--- src/fpuc_pkg.sv ---
// Package for the flow pulse usage cycle counter: payload structs, event
// kinds, register indexes, reset values and fixed limits.
// No dependencies.
package fpuc_pkg;

  // Event kinds carried by an input transfer
  typedef enum logic [1:0] {
    KIND_PULSE  = 2'd0,
    KIND_TICK   = 2'd1,
    KIND_CHECK  = 2'd2,
    KIND_UNUSED = 2'd3
  } kind_t;

  // Configuration register indexes
  localparam int unsigned CFG_IDX_W = 2;
  localparam logic [CFG_IDX_W-1:0] REG_PULSES_PER_GAL = 2'd0;
  localparam logic [CFG_IDX_W-1:0] REG_FIRST_THRESH   = 2'd1;
  localparam logic [CFG_IDX_W-1:0] REG_SECOND_THRESH  = 2'd2;
  localparam logic [CFG_IDX_W-1:0] REG_TIMEOUT_MIN    = 2'd3;
  localparam int unsigned CFG_DATA_W = 16;

  // Configuration reset values
  localparam logic [15:0] PULSES_PER_GAL_RST = 16'd1;
  localparam logic [15:0] FIRST_THRESH_RST   = 16'd2;
  localparam logic [15:0] SECOND_THRESH_RST  = 16'd2;
  localparam logic [7:0]  TIMEOUT_MIN_RST    = 8'd1;

  // Arming and idle-minute limits
  localparam logic [15:0] ARM_MIN_RATE = 16'd10;
  localparam logic [7:0]  ARM_MAX_IDLE = 8'd10;
  localparam logic [7:0]  IDLE_WRAP_AT = 8'd75;
  localparam logic [7:0]  IDLE_WRAP_TO = 8'd15;

  typedef struct packed {
    kind_t kind;
    logic  signal_high;
  } in_item_t;

  typedef struct packed {
    logic [15:0] rate_out;
    logic [31:0] total_out;
    logic        active_out;
    logic        heartbeat;
    logic        thresh_hit;
    logic [15:0] cycles_out;
    logic        save_strobe;
  } out_item_t;

endpackage

--- src/flow_pulse_usage_cycle_counter.sv ---
// Top level of the flow pulse usage cycle counter: input register, event
// update of the meter counters and a registered result stage.
// Depends on fpuc_pkg.
//
// Usage:
//   Input channel (in_valid/in_ready/in_data) carries one event per transfer:
//   a pulse edge, a one-second tick or a check. Every input transfer yields
//   exactly one result transfer on out_valid/out_ready/out_data, reporting
//   the meter state after that event (rate, total, active, heartbeat,
//   threshold flag, usage cycles and a save strobe for a counted cycle).
//   Configuration goes through cfg_we/cfg_index/cfg_wdata, one register
//   per cycle, written by the user only while the block is idle; unchecked.
// Flow:
//   An event taken from the input channel sits in the input register, is
//   applied to the counters as its result is loaded into the result
//   register, and is offered from there until the receiver takes it. One
//   event per cycle is sustained while out_ready stays high.
// Reset (rst_n low, synchronous): counters clear, idle seconds start at 15,
//   registers take their reset values and both channels empty.
// Stall: while out_ready is low the result holds; one more event waits in
//   the input register, after which in_ready drops.
module flow_pulse_usage_cycle_counter
  import fpuc_pkg::*;
(
  input  logic                  clk,
  input  logic                  rst_n,
  input  logic                  in_valid,
  output logic                  in_ready,
  input  in_item_t              in_data,
  output logic                  out_valid,
  input  logic                  out_ready,
  output out_item_t             out_data,
  input  logic                  cfg_we,
  input  logic [CFG_IDX_W-1:0]  cfg_index,
  input  logic [CFG_DATA_W-1:0] cfg_wdata
);

  // Configuration registers
  logic [15:0] ppg_r, thresh1_r, thresh2_r;
  logic [7:0]  timeout_r;
  // Thresholds scaled to pulses, straight from the configuration
  logic [31:0] limit1, limit2;

  // Pipeline control
  logic      in_valid_r, out_valid_r;
  in_item_t  in_item_r;
  out_item_t out_item_r, out_item_nxt;
  logic      advance;

  // Meter state
  logic [15:0] pulse_count_r, pulse_count_nxt;
  logic [15:0] rate_r, rate_nxt;
  logic [31:0] total_r, total_nxt;
  logic [7:0]  idle_sec_r, idle_sec_nxt;
  logic [7:0]  idle_min_r, idle_min_nxt;
  logic        armed_r, armed_nxt;
  logic [15:0] cycles_r, cycles_nxt;
  logic        active_r, active_nxt;
  logic        toggle_r, toggle_nxt;
  logic        met_r, met_nxt;
  logic        save;

  logic [32:0] total_sum;
  logic [7:0]  idle_min_chk;
  logic        armed_chk;

  // Move the held event into the result stage when the result slot is free
  assign advance  = in_valid_r && (!out_valid_r || out_ready);
  assign in_ready = !in_valid_r || advance;

  // Configuration writes; all four indexes name a register, so the default arm is unused
  always_ff @(posedge clk) begin
    if (!rst_n) begin
      ppg_r     <= PULSES_PER_GAL_RST;
      thresh1_r <= FIRST_THRESH_RST;
      thresh2_r <= SECOND_THRESH_RST;
      timeout_r <= TIMEOUT_MIN_RST;
    end else if (cfg_we) begin
      case (cfg_index)
        REG_PULSES_PER_GAL: ppg_r     <= cfg_wdata;
        REG_FIRST_THRESH:   thresh1_r <= cfg_wdata;
        REG_SECOND_THRESH:  thresh2_r <= cfg_wdata;
        REG_TIMEOUT_MIN:    timeout_r <= cfg_wdata[7:0];
        default: ;
      endcase
    end
  end

  // Scale thresholds by the K factor; 16 by 16 products fit in 32 bits
  assign limit1 = {16'd0, ppg_r} * {16'd0, thresh1_r};
  assign limit2 = {16'd0, ppg_r} * {16'd0, thresh2_r};

  // Input register
  always_ff @(posedge clk) begin
    if (!rst_n) begin
      in_valid_r <= 1'b0;
    end else if (in_ready) begin
      in_valid_r <= in_valid;
    end
  end

  always_ff @(posedge clk) begin
    if (in_ready && in_valid) begin
      in_item_r <= in_data;
    end
  end

  assign total_sum = {1'b0, total_r} + {17'd0, pulse_count_r};

  // Event update
  always_comb begin
    pulse_count_nxt = pulse_count_r;
    rate_nxt        = rate_r;
    total_nxt       = total_r;
    idle_sec_nxt    = idle_sec_r;
    idle_min_nxt    = idle_min_r;
    armed_nxt       = armed_r;
    cycles_nxt      = cycles_r;
    active_nxt      = active_r;
    toggle_nxt      = toggle_r;
    met_nxt         = met_r;
    save            = 1'b0;
    idle_min_chk    = idle_min_r;
    armed_chk       = armed_r;

    case (in_item_r.kind)
      KIND_PULSE: begin
        if (in_item_r.signal_high && (pulse_count_r != 16'hFFFF)) begin
          pulse_count_nxt = pulse_count_r + 16'd1;
        end
      end
      KIND_TICK: begin
        // Latch the rate, add it to the total and track activity
        rate_nxt        = pulse_count_r;
        toggle_nxt      = !toggle_r;
        pulse_count_nxt = '0;
        if (pulse_count_r != 16'd0) begin
          total_nxt    = total_sum[32] ? 32'hFFFF_FFFF : total_sum[31:0];
          idle_sec_nxt = '0;
          active_nxt   = 1'b1;
        end else begin
          if (idle_sec_r != 8'hFF) idle_sec_nxt = idle_sec_r + 8'd1;
          active_nxt = 1'b0;
        end
      end
      KIND_CHECK: begin
        met_nxt = (total_r >= limit1) || (total_r >= limit2);
        // Arm on strong flow, else roll idle seconds into a minute
        if ((idle_sec_r <= ARM_MAX_IDLE) && (rate_r >= ARM_MIN_RATE)) begin
          idle_min_chk = '0;
          armed_chk    = 1'b1;
        end else if (idle_sec_r >= IDLE_WRAP_AT) begin
          idle_sec_nxt = IDLE_WRAP_TO;
          if (idle_min_r != 8'hFF) idle_min_chk = idle_min_r + 8'd1;
        end
        idle_min_nxt = idle_min_chk;
        armed_nxt    = armed_chk;
        // Count the cycle once idle long enough
        if ((idle_min_chk >= timeout_r) && armed_chk) begin
          armed_nxt    = 1'b0;
          idle_min_nxt = '0;
          save         = 1'b1;
          if (cycles_r != 16'hFFFF) cycles_nxt = cycles_r + 16'd1;
        end
      end
      default: ;
    endcase

    out_item_nxt.rate_out    = rate_nxt;
    out_item_nxt.total_out   = total_nxt;
    out_item_nxt.active_out  = active_nxt;
    out_item_nxt.heartbeat   = toggle_nxt;
    out_item_nxt.thresh_hit  = met_nxt;
    out_item_nxt.cycles_out  = cycles_nxt;
    out_item_nxt.save_strobe = save;
  end

  // Meter state advances only with a transfer into the result stage
  always_ff @(posedge clk) begin
    if (!rst_n) begin
      pulse_count_r <= '0;
      rate_r        <= '0;
      total_r       <= '0;
      idle_sec_r    <= IDLE_WRAP_TO;
      idle_min_r    <= '0;
      armed_r       <= 1'b0;
      cycles_r      <= '0;
      active_r      <= 1'b0;
      toggle_r      <= 1'b0;
      met_r         <= 1'b0;
    end else if (advance) begin
      pulse_count_r <= pulse_count_nxt;
      rate_r        <= rate_nxt;
      total_r       <= total_nxt;
      idle_sec_r    <= idle_sec_nxt;
      idle_min_r    <= idle_min_nxt;
      armed_r       <= armed_nxt;
      cycles_r      <= cycles_nxt;
      active_r      <= active_nxt;
      toggle_r      <= toggle_nxt;
      met_r         <= met_nxt;
    end
  end

  // Result register: hold while the receiver stalls
  always_ff @(posedge clk) begin
    if (!rst_n) begin
      out_valid_r <= 1'b0;
    end else if (advance) begin
      out_valid_r <= 1'b1;
    end else if (out_ready) begin
      out_valid_r <= 1'b0;
    end
  end

  always_ff @(posedge clk) begin
    if (advance) begin
      out_item_r <= out_item_nxt;
    end
  end

  assign out_valid = out_valid_r;
  assign out_data  = out_item_r;

endmodule
--- config.mk ---
export PLATFORM = sky130hd
export DESIGN_NAME = flow_pulse_usage_cycle_counter
export DESIGN_NICKNAME = d
export VERILOG_FILES = /design/src/fpuc_pkg.sv /design/src/flow_pulse_usage_cycle_counter.sv
export SDC_FILE = /design/constraint.sdc
export NUM_CORES = 2
export LEC_CHECK = 0
export BUFFER_PORTS_ARGS = -buffer_cell sky130_fd_sc_hd__buf_2
export CAP_MARGIN = 15
export CORE_MARGIN = 2
export CORE_UTILIZATION = 60
export DETAILED_ROUTE_END_ITERATION = 8
export GPL_TIMING_DRIVEN = 0
export HOLD_SLACK_MARGIN = 0.1
export PLACE_DENSITY = 0.77
export SLEW_MARGIN = 20
export SYNTH_ARGS = -nofsm -noshare
export SYNTH_HDL_FRONTEND = slang
export SYNTH_SLANG_ARGS = --single-unit
export TNS_END_PERCENT = 100
--- constraint.sdc ---
create_clock -name clk -period 10.69 [get_ports clk]
set_clock_uncertainty 0.15 [all_clocks]
set_input_delay 1.6035 -clock clk [delete_from_list [all_inputs] [get_ports clk]]
set_output_delay 1.6035 -clock clk [all_outputs]
set_load 0.01 [all_outputs]
## Yosys cells after proc, flatten, opt, wreduce, memory -nomap -nowiden

Cells that the tools add are included.

| operators by class | value |
|---|---|
| equal/unequal tests | 13 |
| reduce and logical (&&, ||, !) cells | 24 |
| muxes and demuxes | 29 |
| add/subtract/negate cells | 5 |
| $mul | 2 |
| magnitude comparators | 6 |

Operator list:

| cell | count |
|---|---|
| two-way mux 32 bit | 3 |
| two-way mux 16 bit | 5 |
| two-way mux 8 bit | 9 |
| greater-or-equal comparator 32 bit | 2 |
| multiplier 16 x 16 -> 32 bit | 2 |
| adder 32 x 16 -> 33 bit | 1 |
| adder 16 x 1 -> 16 bit, second input constant | 2 |
| inequality test 16 bit, second input constant | 2 |
| one-hot mux 16 bit (2 select lines) | 1 |
| adder 8 x 1 -> 8 bit, second input constant | 2 |
| greater-or-equal comparator 16 x 4 -> 1 bit, second input constant | 1 |
| inequality test 8 bit, second input constant | 2 |
| one-hot mux 8 bit (2 select lines) | 1 |
| nonzero test 16 bit | 1 |
| two-way mux 1 bit | 10 |
| AND reduction 2 bit | 5 |
| greater-or-equal comparator 8 x 7 -> 1 bit, second input constant | 1 |
| greater-or-equal comparator 8 bit | 1 |
| <= comparator 8 x 4 -> 1 bit, second input constant | 1 |
| equality test 2 bit, second input constant | 3 |
| inequality test 2 bit, second input constant | 3 |
| nonzero test 2 bit | 3 |
| logical AND 1 bit | 5 |
| AND reduction 5 bit | 1 |
| 6 further kinds | 12 |

| storage, ports and cells | value |
|---|---|
| word-level logic and storage cells | 104 |
| bits of input ports | 26 |
| register bits | 229 |

## Logic depth before layout (Yosys ltp)

| depth | value |
|---|---|
| depth after elaboration | 9 |
| depth in mapped cells | 33 |

## Worst setup path after synthesis

No wires, ideal clock.

| path | value |
|---|---|
| path type | flip-flop to flip-flop |
| start point | reg thresh1_r[7] |
| end point | reg out_item_r, in the netlist out_data[17] (data pin) |
| required time | 10.264 ns |
| stages on the path, launching flop included | 31 |
| period minus slack after synthesis | 7.504 ns |
| library setup time | 0.276 ns |
| setup slack | 3.186 ns |
| arrival | 7.079 ns |
| cells stage by stage | dfxtp_1 > clkbuf_1 > clkbuf_1 > nand2_1 > fa_1 > inv_1 > fa_1 > inv_1 > fa_1 > inv_1 > fa_1 > fa_1 > inv_1 > fa_1 > inv_1 > ha_1 > inv_1 > or3_1 > a211o_1 > nand2_1 > a21oi_2 > a311oi_1 > o21ai_0 > a211o_1 > ha_1 > a21oi_1 > nor2b_1 > o21ai_0 > nand2_1 > a2111oi_0 > a31oi_1 |

| between the ends | value |
|---|---|
| cells in the longest elaborated chain, start to end | 4 |

RTL lines:

| what | line | text |
|---|---|---|
| start: declaration | flow_pulse_usage_cycle_counter.sv:39 | `logic [15:0] ppg_r, thresh1_r, thresh2_r;` |
| start signal: assignment | flow_pulse_usage_cycle_counter.sv:81 | `REG_FIRST_THRESH: thresh1_r <= cfg_wdata;` |
| multiplier 16 x 16 -> 32 bit | flow_pulse_usage_cycle_counter.sv:90 | `assign limit1 = {16'd0, ppg_r} * {16'd0, thresh1_r};` |
| greater-or-equal comparator 32 bit | flow_pulse_usage_cycle_counter.sv:147 | `met_nxt = (total_r >= limit1) \|\| (total_r >= limit2);` |
| logical OR 1 bit | flow_pulse_usage_cycle_counter.sv:147 |  |
| two-way mux 1 bit | flow_pulse_usage_cycle_counter.sv:126 | `case (in_item_r.kind)` |
| named net met_nxt | flow_pulse_usage_cycle_counter.sv:60 | `logic met_r, met_nxt;` |
| end signal: assignment | flow_pulse_usage_cycle_counter.sv:218 | `out_item_r <= out_item_nxt;` |
| end: declaration | flow_pulse_usage_cycle_counter.sv:47 | `out_item_t out_item_r, out_item_nxt;` |

The timed path passes the listed nets, and every way through them passes these cells.
A chain may end at the register's enable or synchronous reset.

## Worst setup path after layout

| path | value |
|---|---|
| start point | reg ppg_r[7] |
| end point | reg out_item_r, in the netlist out_data[17] (data pin) |

| between the ends | value |
|---|---|
| cells in the longest elaborated chain, start to end | 4 |
| elaborated cells on any way between the ends | 6 |

RTL lines:

| what | line | text |
|---|---|---|
| start: declaration | flow_pulse_usage_cycle_counter.sv:39 |  |
| start signal: assignment | flow_pulse_usage_cycle_counter.sv:80 | `REG_PULSES_PER_GAL: ppg_r <= cfg_wdata;` |
| multiplier 16 x 16 -> 32 bit (on tied branches) | flow_pulse_usage_cycle_counter.sv:90, flow_pulse_usage_cycle_counter.sv:91 |  |
| greater-or-equal comparator 32 bit | flow_pulse_usage_cycle_counter.sv:147 |  |
| logical OR 1 bit (*) | flow_pulse_usage_cycle_counter.sv:147 |  |
| two-way mux 1 bit (*) | flow_pulse_usage_cycle_counter.sv:126 |  |
| named net met_nxt | flow_pulse_usage_cycle_counter.sv:60 |  |

Mark *: on every way through the listed nets, which the timed path passes. The rest lies on a longest branch.

==> flow_summary.yaml <==
status:
  status: "completed"
synthesis:
  synthAdderAreaFrac: 0.396
  synth_area_leaders: "fa_1 27%, ha_1 13%, dfxtp_1 11%, edfxtp_1 7.3%, nand2_1 7.0%"
  synth_top_cell_area_share: 0.266
  syn_nets: 4078
  synth_top_family_by_area: "adder cells"
  synth_flop_cell: "dfxtp_1"
  async_flop_share: 0
  syn_area_sq_um: 29200
  ys_seq_area_frac: 0.181
  synth_edf_count: 71
  synth_most_common_cell: "nand2_1"
  synth_cell_type_count: 90
  syn_avg_cell_area_sq_um: 8.70
  synthCells: 3361
  yosys.area.top_type: "fa_1"
  synth_seq_cells: 229
  yosysWarnings: 0
  synth_xor_area_frac: 0.0302
  synth_compound_area_frac: 0.106
  synthMuxAreaShare: 0.00351
  ys_top_cells_by_count: "547 x nand2_1, 496 x inv_1, 389 x fa_1, 302 x ha_1, 256 x and2_1"
  synthSimpleGateAreaFrac: 0.199
final_layout:
  drive_gt1_frac: 0.0514
  instances_no_fill: 4118
  design_area_sq_um: 31300
  fin_nets: 4200
  utilization: 0.653
  syn_to_final_growth_pct: 7.02
sta:
  hold_slack_ns: 0.312
  finalCritPeriodShare: 0.871
  slew-limit-headroom: 0.253
  maxSlewViolCount: 0
  rsz0062_at_grt: "no"
  finalWorstSetupSlack_ns: 1.38
  setup_tns_ns: 0
  finalHoldViolations: 0
  fmax_ghz: 0.107
  fin_crit_ns: 9.31
  worstMarginPinSlew_ns: 1.12
  setup_viol: 0
grt:
  grt_pass1_wl_mm: 136
  antenna_found_initial: 5
  grt.total_usage: 0.350
  overflow: 0
  grt_start_max_net_pins: 50
  grt_pass1_vias: 24813
clock_network:
  holdBufCountCts: 0
  clk_latency_ns: 0.55
  clk_pin_slew_ns: 0.06
  root_buffer: "clkbuf_16"
  cts_tree: "done"
  cts_buffers: 25
  cts_resized: 0
  cts.htree.levels: 1
  cts_sinks: 229
  clockBufferDepth: 3
  cts_setup_buffers: 0
routing:
  routed_wirelength_mm: 87.0
  initialDrtViolationCount: 2120
  remaining_drc_errors: 0
  firstDrtPassIters: 5
  antenna_left: 0
  vias: 24725
  viasPerCell: 6.00
  routedWlPerCell_um: 21.1
hold_path:
  min_delay_worst_endpoint: "timeout_r[3]"
  min_from: "timeout_r[3]"
  min_path_type: "reg2reg"
  min_path_cells: 2
setup_path:
  worst_r2r_path_depth: 28
  crit_arrival_ns: 9.51
  worst_path_max_delay_cell: "clkbuf_1"
  end_kind: "flop"
  crit_top_cell: "fa_1"
  critPathMaxStageDelay_ns: 0.81
  path_max_fanout: 10
  rr_endpoint: "out_data[17]"
  required_ns: 10.89
  reg2reg_from: "ppg_r[7]"
  timing.reg2reg.setup_slack_ns: 1.38
  start_kind: "flop"
  criticalPathCategory: "reg2reg"
pwr:
  p_total_mw: 2.10
  power.density_nw_per_um2: 67.0
  leakagePower_nw: 14.8
  max-vdd-ir-drop_v: 0.000113
placement:
  globalplace.congestion: 1.01
  port_buffers: 94
  placed_cells: 4071
  place_ws_ns: 1.55
  postPlaceCellArea_sq_um: 30500
  dp_hpwl_mm: 70.4
die:
  core_area_sq_um: 47900
  initial_utilization: 0.610
  pin_count: 96
  die_width_um: 225
  rows: 80
  die_y_um: 225
  die_area_sq_um: 50500
job:
  drv_cap: 0
==> critical path, delay by kind of cell (launching register included) <==
family | cells | cell delay [ns]
AOI/OAI and AO/OA | 8 | 2.20
xor gates and xnor gates | 1 | 0.20
adders and majority gates | 8 | 3.79
buffers and inverters | 5 | 1.21
DFF | 1 | 0.51
and+or+nand+nor | 6 | 1.05
==> how the worst max path moves through the flow <==
stage,start,end,cells after the start
4_1_cts,ppg_r[7],out_data[17],28
2_1_floorplan,thresh1_r[7],out_data[17],30
3_5_place_dp,ppg_r[7],out_data[17],28
6_report,ppg_r[7],out_data[17],28
3_3_place_gp,ppg_r[0],out_data[17],28
5_1_grt,ppg_r[7],out_data[17],28
==> report_power, final <==
part	leakage, nW	switching (mW)	internal (mW)
clock	0.378	0.364	0.473
sequential	1.93	0.0209	0.916
combinational	12.5	0.220	0.103
==> kinds of logic after synthesis <==
kind of cell    count (synthesis)
compound gates                478
xor+xnor                      101
fa+ha+maj                     691
buf+inv                       652
flops                         229
mux                            10
simple gates                 1200
==> routing by layer <==
layer / share of wire / global-route usage / up-vias
li1: - / - / 11076
met1: 0.40 / 0.470 / 12269
met2: 0.46 / 0.567 / 1170
met3: 0.088 / 0.0517 / 210
met4: 0.050 / 0.153 / 0
met5: 0 / 0 / -
==> flip-flops by register name, summed over array words and instances, names as in the netlist, 16 cells and up <==
register	count
pulse_count_r	16
out_data	68
ppg_r	16
rate_r	16
thresh1_r	16
cycles_r	16
thresh2_r	16
total_r	32
==> layout by cell type (no fill, tap or decap), types with 33 or more instances in the layout <==
master	n
xnor2_1	47
inv_1	496
o21ai_0	98
ha_1	302
buf_2	99
xor2_1	54
clkbuf_1	147
a21o_1	33
and2_1	256
a21oi_1	169
nand2_1	547
nand3_1	51
dfxtp_1	158
nand4_1	33
nor2_1	143
edfxtp_1	71
fa_1	389
==> layout make-up <==
class / count / area (sq um)
sequential: 229 / 5300
clock inverter: 12 / 100
clock buffer: 34 / 679
multi-input combinational: 2480 / 21500
tap: 615 / 769
buffer: 154 / 614
inverter: 498 / 1870
fill: 4053 / 16700
antenna: 1 / 2.50
timing repair buffer: 95 / 498
Power figures use the tool's default switching activity.
